[src/sv/lfu_pr_pkg.sv]
// Shared constants for the LFU page replacement core.
// No dependencies; used by lfu_page_replacement_core.
package lfu_pr_pkg;

    localparam int PAGE_COUNT_DEF  = 256;  // default number of virtual pages
    localparam int FRAME_COUNT_DEF = 16;   // default number of physical frames

    localparam int PAGE_IN_W  = 8;         // page_number field width
    localparam int CFG_W      = 5;         // frames_in_use register width
    localparam int CFG_RESET  = 16;        // frames_in_use after reset
    localparam int COUNT_W    = 16;        // per-frame access count
    localparam int TIME_W     = 32;        // access clock / last-use stamp
    localparam int TOTAL_W    = 32;        // fault total
    localparam int M_FIELDS_W = 1 + 1 + PAGE_IN_W + TOTAL_W;
    localparam int M_DATA_W   = ((M_FIELDS_W + 7) / 8) * 8;

endpackage

[src/sv/lfu_page_replacement_core.sv]
// LFU page replacement core with oldest-access tie-break; uses lfu_pr_pkg and lfu_pr_ram.
// A reference passes a modulo reduction when PAGE_COUNT < 256, then a one-frame-per-cycle
// scan of the frame RAM through its single read port, then the update. One reference in
// flight at a time: no new input beat is taken until the result beat is written; the
// update also waits while the previous result beat is held.
// Reset (aresetn, sync, active low) empties all frames, zeroes clock and faults, limit 16.
module lfu_page_replacement_core #(
    parameter int PAGE_COUNT  = lfu_pr_pkg::PAGE_COUNT_DEF,
    parameter int FRAME_COUNT = lfu_pr_pkg::FRAME_COUNT_DEF
) (
    input  logic                              aclk,
    input  logic                              aresetn,
    // configuration write channel: frames_in_use
    input  logic                              cfg_valid,
    output logic                              cfg_ready,
    input  logic [lfu_pr_pkg::CFG_W-1:0]      cfg_data,
    // input beats
    input  logic                              s_tvalid,
    output logic                              s_tready,
    input  logic [lfu_pr_pkg::PAGE_IN_W-1:0]  s_tdata,   // [7:0] page_number
    // result beats
    output logic                              m_tvalid,
    input  logic                              m_tready,
    // [0] page_fault, [1] evict_valid, [9:2] evicted_page, [41:10] fault_total,
    // [47:42] zero
    output logic [lfu_pr_pkg::M_DATA_W-1:0]   m_tdata
);

    localparam int PAGE_W  = $clog2(PAGE_COUNT);
    localparam int IDX_W   = (FRAME_COUNT > 1) ? $clog2(FRAME_COUNT) : 1;
    localparam int FILL_W  = $clog2(FRAME_COUNT + 1);
    localparam int COUNT_W = lfu_pr_pkg::COUNT_W;
    localparam int TIME_W  = lfu_pr_pkg::TIME_W;
    localparam int TOTAL_W = lfu_pr_pkg::TOTAL_W;
    localparam int IN_W    = lfu_pr_pkg::PAGE_IN_W;
    localparam int ENTRY_W = PAGE_W + COUNT_W + TIME_W;
    localparam int PAD_W   = lfu_pr_pkg::M_DATA_W - lfu_pr_pkg::M_FIELDS_W;
    // page numbers above the page space need folding back into it
    localparam bit NEED_RED = (PAGE_COUNT < (1 << IN_W));

    localparam logic [1:0] ST_IDLE   = 2'd0;
    localparam logic [1:0] ST_REDUCE = 2'd1;
    localparam logic [1:0] ST_SCAN   = 2'd2;
    localparam logic [1:0] ST_UPDATE = 2'd3;

    logic [1:0]  state_reg, state_next;

    // configuration
    logic [lfu_pr_pkg::CFG_W-1:0] cfg_reg;
    logic [FILL_W-1:0]            limit;

    // global counters
    logic [FILL_W-1:0]  filled_reg, filled_next;
    logic [TIME_W-1:0]  clock_reg, clock_next;
    logic [TOTAL_W-1:0] faults_reg, faults_next;

    // current reference
    logic [IN_W-1:0]    red_reg, red_next;
    logic [2:0]         red_k_reg, red_k_next;
    logic [15:0]        red_sub;
    logic [PAGE_W-1:0]  page_cur;

    // scan: read issue and compare stage
    logic [FILL_W-1:0]  rd_cnt_reg, rd_cnt_next;
    logic               cmp_valid_reg, cmp_valid_next;
    logic [IDX_W-1:0]   cmp_idx_reg, cmp_idx_next;

    logic               found_reg, found_next;
    logic [IDX_W-1:0]   hit_idx_reg, hit_idx_next;
    logic [COUNT_W-1:0] hit_count_reg, hit_count_next;

    logic               best_valid_reg, best_valid_next;
    logic [IDX_W-1:0]   best_idx_reg, best_idx_next;
    logic [COUNT_W-1:0] best_count_reg, best_count_next;
    logic [TIME_W-1:0]  best_time_reg, best_time_next;
    logic [PAGE_W-1:0]  best_page_reg, best_page_next;

    // frame RAM
    logic               ram_we;
    logic [IDX_W-1:0]   ram_waddr;
    logic [ENTRY_W-1:0] ram_wdata;
    logic [ENTRY_W-1:0] ram_rdata;
    logic [PAGE_W-1:0]  rd_page;
    logic [COUNT_W-1:0] rd_count;
    logic [TIME_W-1:0]  rd_time;
    logic               rd_better;

    // update values
    logic [COUNT_W-1:0] wr_count;
    logic               evict;
    logic [PAGE_W-1:0]  ev_page;

    // result register
    logic                            m_valid_reg, m_valid_next;
    logic [lfu_pr_pkg::M_DATA_W-1:0] m_data_reg, m_data_next;

    lfu_pr_ram #(
        .WIDTH (ENTRY_W),
        .DEPTH (FRAME_COUNT),
        .AW    (IDX_W)
    ) u_frames (
        .aclk  (aclk),
        .we    (ram_we),
        .waddr (ram_waddr),
        .wdata (ram_wdata),
        .raddr (rd_cnt_reg[IDX_W-1:0]),
        .rdata (ram_rdata)
    );

    assign cfg_ready = 1'b1;
    assign s_tready  = (state_reg == ST_IDLE);
    assign m_tvalid  = m_valid_reg;
    assign m_tdata   = m_data_reg;

    // effective frame limit: 0 acts as 1, above FRAME_COUNT clamps
    always_comb begin
        if (cfg_reg == '0) begin
            limit = FILL_W'(1);
        end else if (int'(cfg_reg) > FRAME_COUNT) begin
            limit = FILL_W'(FRAME_COUNT);
        end else begin
            limit = FILL_W'(cfg_reg);
        end
    end

    assign page_cur = PAGE_W'(red_reg);
    assign red_sub  = 16'(PAGE_COUNT) << red_k_reg;

    assign rd_page  = ram_rdata[PAGE_W-1:0];
    assign rd_count = ram_rdata[PAGE_W +: COUNT_W];
    assign rd_time  = ram_rdata[PAGE_W+COUNT_W +: TIME_W];

    // lowest count wins; equal counts go to the older stamp; full ties keep lower index
    assign rd_better = !best_valid_reg || (rd_count < best_count_reg) ||
                       ((rd_count == best_count_reg) && (rd_time < best_time_reg));

    always_comb begin
        state_next      = state_reg;
        filled_next     = filled_reg;
        clock_next      = clock_reg;
        faults_next     = faults_reg;
        red_next        = red_reg;
        red_k_next      = red_k_reg;
        rd_cnt_next     = rd_cnt_reg;
        cmp_valid_next  = 1'b0;
        cmp_idx_next    = rd_cnt_reg[IDX_W-1:0];
        found_next      = found_reg;
        hit_idx_next    = hit_idx_reg;
        hit_count_next  = hit_count_reg;
        best_valid_next = best_valid_reg;
        best_idx_next   = best_idx_reg;
        best_count_next = best_count_reg;
        best_time_next  = best_time_reg;
        best_page_next  = best_page_reg;
        m_valid_next    = m_valid_reg && !m_tready;
        m_data_next     = m_data_reg;
        ram_we          = 1'b0;
        ram_waddr       = hit_idx_reg;
        wr_count        = COUNT_W'(1);
        evict           = 1'b0;
        ev_page         = '0;

        // compare stage: one frame per cycle
        if (cmp_valid_reg) begin
            if (rd_page == page_cur) begin
                found_next     = 1'b1;
                hit_idx_next   = cmp_idx_reg;
                hit_count_next = rd_count;
            end
            if (rd_better) begin
                best_valid_next = 1'b1;
                best_idx_next   = cmp_idx_reg;
                best_count_next = rd_count;
                best_time_next  = rd_time;
                best_page_next  = rd_page;
            end
        end

        unique case (state_reg)
            ST_IDLE: begin
                if (s_tvalid) begin
                    red_next        = s_tdata;
                    red_k_next      = 3'd7;
                    rd_cnt_next     = '0;
                    found_next      = 1'b0;
                    best_valid_next = 1'b0;
                    if (clock_reg != '1) begin
                        clock_next = clock_reg + TIME_W'(1);
                    end
                    state_next = NEED_RED ? ST_REDUCE : ST_SCAN;
                end
            end
            ST_REDUCE: begin
                // restoring remainder, one shifted subtrahend per cycle
                if ({8'd0, red_reg} >= red_sub) begin
                    red_next = red_reg - red_sub[IN_W-1:0];
                end
                red_k_next = red_k_reg - 3'd1;
                if (red_k_reg == 3'd0) begin
                    state_next = ST_SCAN;
                end
            end
            ST_SCAN: begin
                if (rd_cnt_reg < filled_reg) begin
                    cmp_valid_next = 1'b1;
                    rd_cnt_next    = rd_cnt_reg + FILL_W'(1);
                end else if (!cmp_valid_reg) begin
                    state_next = ST_UPDATE;
                end
            end
            ST_UPDATE: begin
                if (!m_valid_reg || m_tready) begin
                    ram_we = 1'b1;
                    if (found_reg) begin
                        ram_waddr = hit_idx_reg;
                        wr_count  = (hit_count_reg == '1) ? hit_count_reg
                                                          : hit_count_reg + COUNT_W'(1);
                    end else begin
                        if (filled_reg < limit) begin
                            ram_waddr   = filled_reg[IDX_W-1:0];
                            filled_next = filled_reg + FILL_W'(1);
                        end else begin
                            ram_waddr = best_idx_reg;
                            evict     = 1'b1;
                            ev_page   = best_page_reg;
                        end
                        if (faults_reg != '1) begin
                            faults_next = faults_reg + TOTAL_W'(1);
                        end
                    end
                    m_valid_next = 1'b1;
                    m_data_next  = {PAD_W'(0), faults_next, IN_W'(ev_page), evict, !found_reg};
                    state_next   = ST_IDLE;
                end
            end
            default: begin
                state_next = ST_IDLE;
            end
        endcase
    end

    assign ram_wdata = {clock_reg, wr_count, page_cur};

    always_ff @(posedge aclk) begin
        if (!aresetn) begin
            state_reg      <= ST_IDLE;
            cfg_reg        <= lfu_pr_pkg::CFG_W'(lfu_pr_pkg::CFG_RESET);
            filled_reg     <= '0;
            clock_reg      <= '0;
            faults_reg     <= '0;
            rd_cnt_reg     <= '0;
            cmp_valid_reg  <= 1'b0;
            found_reg      <= 1'b0;
            best_valid_reg <= 1'b0;
            m_valid_reg    <= 1'b0;
        end else begin
            state_reg      <= state_next;
            if (cfg_valid) begin
                cfg_reg <= cfg_data;
            end
            filled_reg     <= filled_next;
            clock_reg      <= clock_next;
            faults_reg     <= faults_next;
            rd_cnt_reg     <= rd_cnt_next;
            cmp_valid_reg  <= cmp_valid_next;
            found_reg      <= found_next;
            best_valid_reg <= best_valid_next;
            m_valid_reg    <= m_valid_next;
        end
    end

    // payload, no reset
    always_ff @(posedge aclk) begin
        red_reg        <= red_next;
        red_k_reg      <= red_k_next;
        cmp_idx_reg    <= cmp_idx_next;
        hit_idx_reg    <= hit_idx_next;
        hit_count_reg  <= hit_count_next;
        best_idx_reg   <= best_idx_next;
        best_count_reg <= best_count_next;
        best_time_reg  <= best_time_next;
        best_page_reg  <= best_page_next;
        m_data_reg     <= m_data_next;
    end

endmodule

[src/sv/lfu_pr_ram.sv]
// Generic single-write, single-read RAM with registered read data.
// No dependencies.
module lfu_pr_ram #(
    parameter int WIDTH = 8,
    parameter int DEPTH = 16,
    parameter int AW    = (DEPTH > 1) ? $clog2(DEPTH) : 1
) (
    input  logic             aclk,
    input  logic             we,
    input  logic [AW-1:0]    waddr,
    input  logic [WIDTH-1:0] wdata,
    input  logic [AW-1:0]    raddr,
    output logic [WIDTH-1:0] rdata
);

    logic [WIDTH-1:0] mem [DEPTH];
    logic [WIDTH-1:0] rdata_reg;

    always_ff @(posedge aclk) begin
        if (we) begin
            mem[waddr] <= wdata;
        end
        rdata_reg <= mem[raddr];
    end

    assign rdata = rdata_reg;

endmodule

[config.mk]
export PLATFORM = sky130hd
export DESIGN_NAME = lfu_page_replacement_core
export DESIGN_NICKNAME = d
export VERILOG_FILES = /design/src/sv/lfu_pr_pkg.sv /design/src/sv/lfu_page_replacement_core.sv /design/src/sv/lfu_pr_ram.sv
export SDC_FILE = /design/constraint.sdc
export NUM_CORES = 1
export LEC_CHECK = 0
export CORE_MARGIN = 10
export CORE_UTILIZATION = 29
export DETAILED_ROUTE_END_ITERATION = 8
export DONT_BUFFER_PORTS = 1
export GPL_TIMING_DRIVEN = 0
export HOLD_SLACK_MARGIN = 0.03
export PLACE_DENSITY = 0.44
export SYNTH_ARGS = -nofsm -noshare
export SYNTH_HDL_FRONTEND = slang
export SYNTH_SLANG_ARGS = --single-unit
[constraint.sdc]
create_clock -name aclk -period 28.2 [get_ports aclk]
set_input_delay 5.64 -clock aclk [delete_from_list [all_inputs] [get_ports aclk]]
set_output_delay 5.64 -clock aclk [all_outputs]
set_load 0.03 [all_outputs]
==> run_results.csv <==
group,metric,value,unit
outcome,outcome,"finished, final reports clean",
yosys,yosysSeqAreaShare,74.0,%
worst_setup_path,path_common_cell,"buf_4",
final_layout,fin_nets,2677,
sta,fin_crit_sh,30.7,%
floorplanning,rows,145,
sta,hold_viol,0,
final_layout,largest_reg_flops,896,
route,routed_wl,120,mm
route,viasPerCell,4.84,
power_and_ir_drop,seqPwrFrac,51.9,%
yosys,synth_cell_types,70,
placement,gp_congestion,0.751,
final_layout,layout.cells.non_filler,4763,
final_layout,design_area,0.0540,mm2
worst_setup_path,critPathArrivalTime,9.12,ns
worst_setup_path,path_cells,"nor2b_1 -> nor2_1 -> nand2_1 -> nor2_1 -> a2bb2oi_1 -> nor4b_2 -> buf_4 -> buf_4 -> buf_4 -> buf_4",
power_and_ir_drop,leakage,16.8,nW
power_and_ir_drop,switchingPower,748,uW
clock_tree,cts.hold.buffers_added,0,
yosys,ys_seq_elements,1174,
min_path,hold_path_depth,0,
sta,fmax,115,MHz
min_path,holdCritStartpoint,"rd_cnt_reg[2]",
yosys,synth_ff_type,"edfxtp_1",
final_layout,layout.cells.most_common,"edfxtp_1",
final_layout,final_cell_mix,"1029 x edfxtp_1, 280 x mux4_2, 145 x dfxtp_1",
worst_setup_path,start_kind,"input port",
worst_setup_path,cp.required,28.66,ns
yosys,syn_area_per_cell,19.3,um2
sta,finalMaxSlewViolations,0,
final_layout,layout-drive-gt1-share,23.1,%
worst_setup_path,r2r_slack,23.68,ns
final_layout,nFillCells,14700,
route,drc,0,
floorplanning,dieArea,0.174,mm2
power_and_ir_drop,p_per_area,67.8,mW/mm2
flow_run,cap_violations,0,
yosys,ys_warn_count,0,
worst_setup_path,cp-end-kind,"register",
yosys,synth-edff-count,1029,
power_and_ir_drop,pwr-share-comb,1.7,%
route,drtPass1Iterations,7,
grt,overflow,0,
sta,setup_violations,0,
min_path,hold_end,"cmp_idx_reg[2]",
placement,portBuffers,0,
worst_setup_path,cp-startpoint,"m_tready",
worst_setup_path,cpPeakStageDelay,0.83,ns
floorplanning,die_h,417,um
grt,grt_usage,13.8,%
placement,placed_area,0.0497,mm2
worst_setup_path,reg2reg_depth,11,
yosys,synth_largest_area_cell,"edfxtp_1",
placement,dp.cells,4518,
sta,slew_headroom,7.70,%
route,wire_per_inst,25.2,um
power_and_ir_drop,p_int,2.91,mW
grt,antenna_found_initial,3,
worst_setup_path,r2r-end,"u_frames.mem[8][33]",
yosys,synth_area_leaders,"edfxtp_1 68%, mux4_2 14%, dfxtp_1 6.4%",
clock_tree,clkTransAtPathRegs,0.06,ns
power_and_ir_drop,vdd_drop_max,0.0534,mV
sta,skew,0.0243,ns
grt,grt_max_degree,39,
worst_setup_path,r2r-start,"state_reg[0]",
yosys,synth_area,0.0457,mm2
sta,period_minus_slack,8.66,ns
final_layout,antenna_cells,0,
clock_tree,htreeDepth,4,
sta,fin_setup_tns,0,ns
min_path,hp-class,"reg2reg",
floorplanning,ios,69,
route,routed-via-count,23100,
route,dr.first_iter.drc_count,2102,
worst_setup_path,critPathKind,"in2reg",
yosys,async_flop_share,0,%
power_and_ir_drop,switching_share,20.4,%
yosys,yosys.area.top_type_share,67.7,%
grt,first_global_vias,24200,
route,final_antenna_net_count,0,
clock_tree,worstSkewPairLatency,0.77,ns
floorplanning,start_util,29.2,%
worst_setup_path,crit_fanout,8,
worst_setup_path,cpMaxStageDelayCell,"nor4b_2",
sta,worst_hold_slack,0.411,ns
clock_tree,post_cts_buffers,0,
yosys,synthCells,2360,
floorplanning,core-area,0.156,mm2
floorplanning,dieWidth,417,um
placement,dp_hpwl,80.8,mm
clock_tree,cts_buffers,132,
clock_tree,cts_buffer_depth,3,
clock_tree,cts_root_buf,"clkbuf_16",
clock_tree,ctsResizeCount,0,
power_and_ir_drop,p_total,3.66,mW
clock_tree,clkSinkCount,1174,
final_layout,area_delta_synth_final,18.3,%
power_and_ir_drop,clkPwrFrac,46.4,%
clock_tree,cts_tree,"built",
sta,rsz0062_at_grt,"false",
grt,grt_pass1_wl,174,mm
sta,tightest_slew,1.37,ns
## critical path, delay by kind of cell
kind	cells	cell delay [ns]
and+or+nand+nor	5	2.25
buffers and inverters	4	0.89
AOI/OAI and AO/OA	1	0.31
## cells in the mapped netlist, types with 15 or more instances
master and number:
nor3_1 23, dfxtp_1 145, xnor2_1 51, ha_1 65
xor2_1 53, and4_1 15, and3_1 24, mux4_2 280
o21ai_0 20, edfxtp_1 1029, nand2_1 88, nand3_1 56
a21oi_1 37, buf_1 20, nand4_1 33, nor2_1 126
inv_1 71, clkbuf_1 62
## layout make-up
class,count,area (um2),share of cell area [%]
plain buffers,105,468,0.866
well taps,2058,2570,4.77
clock inverters,61,544,1.01
flip-flops and latches,1174,33800,62.6
multi-input cells,1014,11300,20.9
clock buffers,184,3760,6.95
repair buffers,95,1310,2.43
inverters,72,270,0.500
## power groups by stage
stage	registers [mW]	logic, mW	clock network (mW)
global route	1.90	0.0672	1.82
floorplan	1.93	0.0383	0
finish	1.90	0.0616	1.70
global placement	1.94	0.0570	0
detailed placement	1.94	0.0625	0
CTS	1.90	0.0628	1.74
## cell families (layout without fill, tap and decap cells)
| kind of cell | count (synthesis) | count (layout) | synth area share (%) |
|---|---|---|---|
| other | 2 | 7 | 0.0164 |
| muxes | 292 | 292 | 14.1 |
| DFF | 1174 | 1174 | 74.0 |
| AOI/OAI and AO/OA | 115 | 115 | 1.74 |
| buffers and inverters | 177 | 517 | 1.60 |
| xor gates and xnor gates | 104 | 104 | 1.99 |
| and+or+nand+nor | 431 | 431 | 4.76 |
| adders and majority gates | 65 | 65 | 1.78 |
## layer usage
metal | part of all wire [%] | global-route usage (%)
met5 | 0.0058 | 0
met4 | 2.2 | 4.00
met3 | 5.2 | 2.74
met2 | 48 | 22.6
met1 | 44 | 18.4
## through the flow
| stage | util [%] | setup slack [ns] |
|---|---|---|
| floorplan | - | 14.90 |
| global placement | 30.9 | 3.78 |
| detailed placement | 31.8 | 18.74 |
| CTS | 34.5 | 19.56 |
| global route | 34.5 | 19.35 |
| finish | 34.5 | 19.54 |
## worst max-delay path by stage
stage | endpoint | slack, ns | cells after the start
finish | u_frames.mem[8][33] | 19.54 | 10
detailed placement | u_frames.mem[8][33] | 18.74 | 10
global placement | u_frames.mem[8][33] | 3.78 | 6
floorplan | u_frames.mem[8][0] | 14.90 | 7
CTS | u_frames.mem[8][38] | 19.56 | 10
global route | u_frames.mem[8][33] | 19.35 | 10
Power figures use the tool's default switching activity.
